## src/sv/qslerp_pkg.sv

```systemverilog
// Shared types, constants and helpers for the quaternion slerp pipeline.
// No dependencies.
package qslerp_pkg;

  localparam int FRAC_BITS           = 14;
  localparam int CORDIC_STEPS_DEF    = 16;
  localparam int ANG_W               = 34;
  localparam logic [30:0] SIN_MIN    = 31'd1073742;

  typedef struct packed {
    logic signed [15:0] first_x;
    logic signed [15:0] first_y;
    logic signed [15:0] first_z;
    logic signed [15:0] first_w;
    logic signed [15:0] second_x;
    logic signed [15:0] second_y;
    logic signed [15:0] second_z;
    logic signed [15:0] second_w;
    logic        [16:0] blend;
  } slerp_in_t;

  typedef struct packed {
    logic signed [15:0] out_x;
    logic signed [15:0] out_y;
    logic signed [15:0] out_z;
    logic signed [15:0] out_w;
  } slerp_out_t;

  // atan(2^-i) in Q30, truncated
  function automatic logic signed [ANG_W-1:0] atan_entry(input int i);
    logic signed [ANG_W-1:0] r;
    r = '0;
    unique case (i)
      0:  r = 34'sd843314856;
      1:  r = 34'sd497837829;
      2:  r = 34'sd263043836;
      3:  r = 34'sd133525158;
      4:  r = 34'sd67021686;
      5:  r = 34'sd33543515;
      6:  r = 34'sd16775850;
      7:  r = 34'sd8388437;
      8:  r = 34'sd4194282;
      9:  r = 34'sd2097149;
      10: r = 34'sd1048575;
      default: begin
        if (i <= 30) r = ANG_W'((64'sd1 <<< (30 - i)) - 64'sd1);
        else r = '0;
      end
    endcase
    return r;
  endfunction

  function automatic logic signed [15:0] sat16(input logic signed [51:0] v);
    logic signed [15:0] r;
    if (v > 52'sd32767) r = 16'sh7fff;
    else if (v < -52'sd32768) r = 16'sh8000;
    else r = v[15:0];
    return r;
  endfunction

endpackage

```

## src/sv/qslerp_sqrt.sv

```systemverilog
// Pipelined integer square root, one result bit per stage.
// Depends on qslerp_pkg (import only for house style).
module qslerp_sqrt #(
  parameter int SIDE_W = 1
) (
  input  logic              clk,
  input  logic              rst,
  input  logic              en,
  input  logic              valid_i,
  input  logic [60:0]       rad,
  input  logic [SIDE_W-1:0] side_i,
  output logic              valid_o,
  output logic [30:0]       root,
  output logic [SIDE_W-1:0] side_o
);
  import qslerp_pkg::*;

  localparam int N = 32;

  logic [N-1:0]      vld;
  logic [63:0]       vr   [0:N-1];
  logic [63:0]       rr   [0:N-1];
  logic [SIDE_W-1:0] sd   [0:N-1];

  for (genvar k = 0; k < N; k++) begin : g_st
    logic [63:0]       v_in, r_in, sum, bitv;
    logic [SIDE_W-1:0] s_in;
    logic              vi;
    if (k == 0) begin : g_first
      assign v_in = {3'b0, rad};
      assign r_in = '0;
      assign s_in = side_i;
      assign vi   = valid_i;
    end else begin : g_rest
      assign v_in = vr[k-1];
      assign r_in = rr[k-1];
      assign s_in = sd[k-1];
      assign vi   = vld[k-1];
    end
    assign bitv = 64'd1 << (62 - 2 * k);
    assign sum  = r_in + bitv;
    always_ff @(posedge clk) begin
      if (rst) begin
        vld[k] <= 1'b0;
      end else if (en) begin
        vld[k] <= vi;
      end
      if (en) begin
        sd[k] <= s_in;
        if (v_in >= sum) begin
          vr[k] <= v_in - sum;
          rr[k] <= (r_in >> 1) + bitv;
        end else begin
          vr[k] <= v_in;
          rr[k] <= r_in >> 1;
        end
      end
    end
  end

  assign valid_o = vld[N-1];
  assign root    = rr[N-1][30:0];
  assign side_o  = sd[N-1];

endmodule

```

## config.mk

```make
export PLATFORM = sky130hd
export DESIGN_NAME = qslerp_sqrt
export DESIGN_NICKNAME = d
export VERILOG_FILES = /design/src/sv/qslerp_pkg.sv /design/src/sv/qslerp_sqrt.sv
export SDC_FILE = /design/constraint.sdc
export NUM_CORES = 2
export LEC_CHECK = 0
export BUFFER_PORTS_ARGS = -buffer_cell sky130_fd_sc_hd__buf_4
export CORE_ASPECT_RATIO = 1.1
export CORE_MARGIN = 5
export CORE_UTILIZATION = 58
export CTS_BUF_LIST = sky130_fd_sc_hd__clkbuf_16
export DETAILED_ROUTE_END_ITERATION = 8
export HOLD_SLACK_MARGIN = 0.08
export PLACE_DENSITY = 0.76
export SYNTH_ARGS = -nofsm -noshare
export SYNTH_HDL_FRONTEND = slang
export SYNTH_MEMORY_MAX_BITS = 65536
export SYNTH_SLANG_ARGS = --single-unit
```

## constraint.sdc

```tcl
create_clock -name clk -period 4.2 [get_ports clk]
set_input_delay 0.42 -clock clk [delete_from_list [all_inputs] [get_ports clk]]
set_output_delay 0.42 -clock clk [all_outputs]
set_load 0.1 [all_outputs]
```

Yosys cells after proc, flatten, opt, wreduce, memory -nomap -nowiden. Memory sizes are Yosys's and may differ from the RTL's. Cells that the tools add are included.

Multiplexer cells: 258. Magnitude comparators: 32. Add/subtract/negate cells: 94. Bitwise gates (word level): 64.

Operators with widths (number): 2-to-1 mux 64 bit (64); >= comparator 64 bit (31); subtractor 64 bit (31); 2-to-1 mux 1 bit (194); adder 63 x 1 -> 64 bit, second input constant (1); adder 63 x 11 -> 64 bit, second input constant (1); adder 63 x 13 -> 64 bit, second input constant (1); adder 63 x 15 -> 64 bit, second input constant (1); adder 63 x 17 -> 64 bit, second input constant (1); adder 63 x 19 -> 64 bit, second input constant (1); adder 63 x 21 -> 64 bit, second input constant (1); adder 63 x 23 -> 64 bit, second input constant (1); adder 63 x 25 -> 64 bit, second input constant (1); adder 63 x 27 -> 64 bit, second input constant (1); adder 63 x 29 -> 64 bit, second input constant (1); adder 63 x 3 -> 64 bit, second input constant (1); adder 63 x 31 -> 64 bit, second input constant (1); adder 63 x 33 -> 64 bit, second input constant (1); adder 63 x 35 -> 64 bit, second input constant (1); adder 63 x 37 -> 64 bit, second input constant (1); adder 63 x 39 -> 64 bit, second input constant (1); adder 63 x 41 -> 64 bit, second input constant (1); adder 63 x 43 -> 64 bit, second input constant (1); adder 63 x 45 -> 64 bit, second input constant (1); 45 further kinds (108).

RAM bits: 4128. Output and inout bits: 33. Memories kept: 3. Word-level logic and storage cells: 483. Bits of input ports: 66. Register bits after elaboration: 32.

Memories: rr (words 32, bits a word 64, read ports 32, clocked after memory_dff 0, write ports 32, RTL line qslerp_sqrt.sv:22) `logic [63:0] rr [0:N-1];`; vr (words 32, bits a word 64, read ports 31, clocked after memory_dff 0, write ports 32, RTL line qslerp_sqrt.sv:21) `logic [63:0] vr [0:N-1];`; sd (words 32, bits a word 1, read ports 32, clocked after memory_dff 0, write ports 32, RTL line qslerp_sqrt.sv:23) `logic [SIDE_W-1:0] sd [0:N-1];`.

Longest topological paths before layout. An unclocked memory read counts as a cell.

Word-level depth: 7. Gate-level depth with buffers: 15. Gate-level depth less buffers: 12.

Worst setup path before layout. No wires, ideal clock.

Path kind: input -> register. From: in en. To: mem rr[30][2], in the netlist rr[1][898] (enable). Stages on the path: 4. Data required time: 3.713 ns. Data arrival time: 3.837 ns. Path buffers: 4. Setup time: 0.487 ns. Path slack: -0.124 ns. Path through: clkbuf_1 clkbuf_1 clkbuf_1 clkbuf_1.

RTL lines: start: declaration (RTL line qslerp_sqrt.sv:8) `input logic en,`; end: declaration (RTL line qslerp_sqrt.sv:22).

==> summary.md <==
| Metric | Value |
|---|---|
| Status | complete, no violations |
| Unrepaired setup endpoints after global routing | false |
| Dpl hpwl | about 230000 um |
| Post-route setup slack | 0.0614 ns |
| Grt total ovfl | 0 |
| # rows | between 150 and 200 |
| Drt via density | between 6 and 7 |
| CP Capture Type | register |
| Wire length of the first global-routing pass | 469000 um |
| Gr usage total | between 20% and 30% |
| Fin crit period | 4.14 ns |
| Final Core Density | between 60% and 70% |
| Chip Width | 448 um |
| # Post-CTS Setup Buffers | 0 |
| Crit-path max FO | 7 |
| Final setup violation count | 0 |
| Total CTS buffers | 280 |
| Global placer's final weighted congestion | 0.993 |
| Fin nets | 10800 |
| Async set-reset flop share out of synthesis | 0% |
| CP arrival | 4.73 ns |
| Syn avg cell area | 12.5 um^2 |
| LEAKAGE | 51.7 nW |
| Total Power | about 75 mW |
| Switching Fraction | between 20% and 30% |
| Layout cells sized above 1 | 7.95% |
| Top cell type by total area after synthesis | edfxtp_1 |
| TritonCTS clock tree | done |
| Worst-Margin Slew | 1.26 ns |
| Fmax | about 240 MHz |
| R2R depth | 11 |
| Hold Fails Final Rpt | 0 |
| Slowest CP cell | nor4_1 |
| Synth Flop Type | edfxtp_1 |
| Clock group share of total power | 32.4% |
| Core area | 211000 um^2 |
| Clk_lat worst skew | just under 1 ns |
| Reg2reg start | rr[1][736] |
| Reg power frac | 47.0% |
| TritonRoute pass-1 iters | 6 |
| Clk root buf | clkbuf_16 |
| Cell count after synthesis | 9814 |
| CP bufs+invs | 1 |
| Pin count of the biggest net entering global routing | 210 |
| Hold_ws | 0.177 ns |
| Worst Path Required | around 4.8 ns |
| #FFs+latches synth | 2573 |
| Max-slew headroom | 16.0% |
| Most common cell after layout, fill and taps aside | edfxtp_1 |
| Slew Limit Fails | 0 |
| Switching pwr | 22.1 mW |
| Crit Reg-Reg Endpoint | vr[1][831] |
| Peak VDD IR | 0.000495 V |
| Combinational share of power | 20.7% |
| Dpl cell area | 128000 um^2 |
| Top-area cell type share of the netlist area | slightly above 60% |
| Final instance area | ~140000 um^2 |
| Initial antenna violation count | 17 |
| Clock transition at path regs | 0.06 ns |
| DRT iter0 DRCs | 9177 |
| Clock sink count | around 2600 |
| Synth Warn # | 0 |
| Clock buffer depth | 4 |
| Die area | 221000 um^2 |
| DR DRC count | 0 |
| CP Cell Sequence | inv_1, ha_1, nand4_1, nor4_1, o21ai_0, nand4_1, a211o_1, nand3_1, or3_1, nor4_1, xor2_1 |
| Placement Setup Slack | -0.121 ns |
| Vias in the first global route | ~80000 |
| Port Buf Inserts | 98 |
| Setup Crit Path Kind | register to register |
| Synthesis-to-layout area growth | 11.9% |
| Final period util | 98.5% |
| Max Cap Violations | 0 |
| CP peak stage delay | 0.68 ns |
| Net Count, Synth | 10400 |
| Initial Utilization | 58.2% |
| End of the critical path | vr[1][831] |
| Antenna viol nets, final | 0 |
| Mapped Area | 123000 um^2 |
| Crit-path leading delay family | simple AND/OR/NAND/NOR gates |
| Die Ht | 492 um |
| Commonest non-fill, non-tap cells in the layout | edfxtp_1 (2541), nand2_1 (738), inv_1 (713), nor2_1 (625), ha_1 (554) |
| Worst hold path class | input pin to register |
| Unique masters post-synth | 97 |
| Internal | 52.7 mW |
| H-tree depth | 5 |
| Drt wl/cell | between 20 and 25 um |
| Total routed wirelength | 310000 um |
| Post-synth EDFFs | approximately 2500 |
| IO Pins | 99 |
| Vias | 81500 |
| WP depth | 11 |
| Critical path startpoint | rr[1][736] |
| Layout Skew | 0.111 ns |
| Power Dens Cells | 545 nW/um^2 |
| Synth area leaders | edfxtp_1 (62%), ha_1 (5.7%), xor2_1 (3.2%) |
| Worst Setup Start Kind | register |
| FF-to-FF setup slack | 0.06 ns |
| Sequential share of the synthesized area | between 60% and 70% |
-- registers in the layout, summed over array words and instances, names as in the netlist --
name	flops
g_st.vi	31
rr	526
sd	32
valid_o	1
vr	1983
-- synthesized netlist by cell type, drive strengths merged, types with 42 or more instances --
| cell | instances |
|---|---|
| edfxtp | 2541 |
| nand2 | 739 |
| inv | 674 |
| nor2 | 629 |
| o21ai | 563 |
| ha | 554 |
| a21oi | 521 |
| xor2 | 447 |
| xnor2 | 439 |
| nor4 | 357 |
| nor3 | 264 |
| a21o | 228 |
| clkbuf | 199 |
| nand3 | 191 |
| nand4 | 160 |
| nand2b | 113 |
| o21a | 96 |
| or3 | 94 |
| or4 | 76 |
| nor2b | 73 |
| mux2 | 68 |
| and3 | 55 |
| nor4b | 54 |
| o21bai | 52 |
| nand3b | 42 |
-- kinds of logic after synthesis --
group,after synthesis,synth area share [%]
buffers and inverters,890,2.74
adder cells (fa/ha/maj),555,5.67
AO/OA/AOI/OAI,1800,9.00
XOR/XNOR,886,6.33
AND/OR/NAND/NOR,3002,12.6
flip-flops,2573,62.8
multiplexers,108,0.951
-- worst min-delay path by stage --
stage | from | endpoint | slack, ns | cells past startpoint
after floorplan | sd[0][9] | sd[0][10] | 0.40 | 0
after global placement | vr[0][24] | vr[0][88] | 0.40 | 0
after detailed placement | sd[1][12] | sd[1][13] | 0.41 | 0
after CTS | rad[26] | vr[0][26] | 0.12 | 2
after global routing | rad[26] | vr[0][26] | 0.14 | 2
final | rad[26] | vr[0][26] | 0.18 | 2
-- repair_timing --
action                                  in CTS  in global routing
endpoints found under the hold margin      103                  0
resized for setup                            2                 17
endpoints found under the setup margin      19                 73
hold buffers                                66                  0
pin swaps                                    0                  2
-- routing by layer --
metal	vias to the layer above	track usage (%)	wire [um]
li1	37400	-	-
met1	39600	36.2	122000
met2	3788	46.0	150000
met3	735	4.78	24000
met4	6	11.7	14700
met5	-	0	41
-- through the flow --
stage,TNS (ns),instances
2_1_floorplan,0,9814
3_3_place_gp,-0.0389,12600
3_5_place_dp,-0.782,12600
4_1_cts,0,13200
5_1_grt,0,13200
6_report,0,13200
-- worst register-to-register path: stages (launching register included) --
cell and delay (ns):
edfxtp_1 0.40, inv_1 0.06, ha_1 0.42, nand4_1 0.26, nor4_1 0.68, o21ai_0 0.35
nand4_1 0.35, a211o_1 0.31, nand3_1 0.15, or3_1 0.44, nor4_1 0.29, xor2_1 0.15
-- power by group through the flow --
| stage | Sequential [mW] | Combinational (mW) | Clock [mW] |
|---|---|---|---|
| 6_report | 35.1 | 15.5 | 24.2 |
| 3_5_place_dp | 35.5 | 15.0 | 0 |
| 5_1_grt | 35.4 | 16.9 | 25.7 |
| 2_1_floorplan | 34.3 | 11.0 | 0 |
| 4_1_cts | 35.1 | 15.2 | 24.5 |
| 3_3_place_gp | 35.5 | 14.7 | 0 |
-- layout make-up --
cell class / instances / area [um^2]
clock inverters: 196 / 1770
well taps: 2774 / 3470
clock buffers: 285 / 7130
multi-input cells: 6351 / 42400
diodes: 6 / 15.0
flip-flops and latches: 2573 / 76900
fillers: 15100 / 73600
repair buffers: 329 / 2880
inverters: 675 / 2530
No activity file was read; power rests on OpenSTA's default activity.
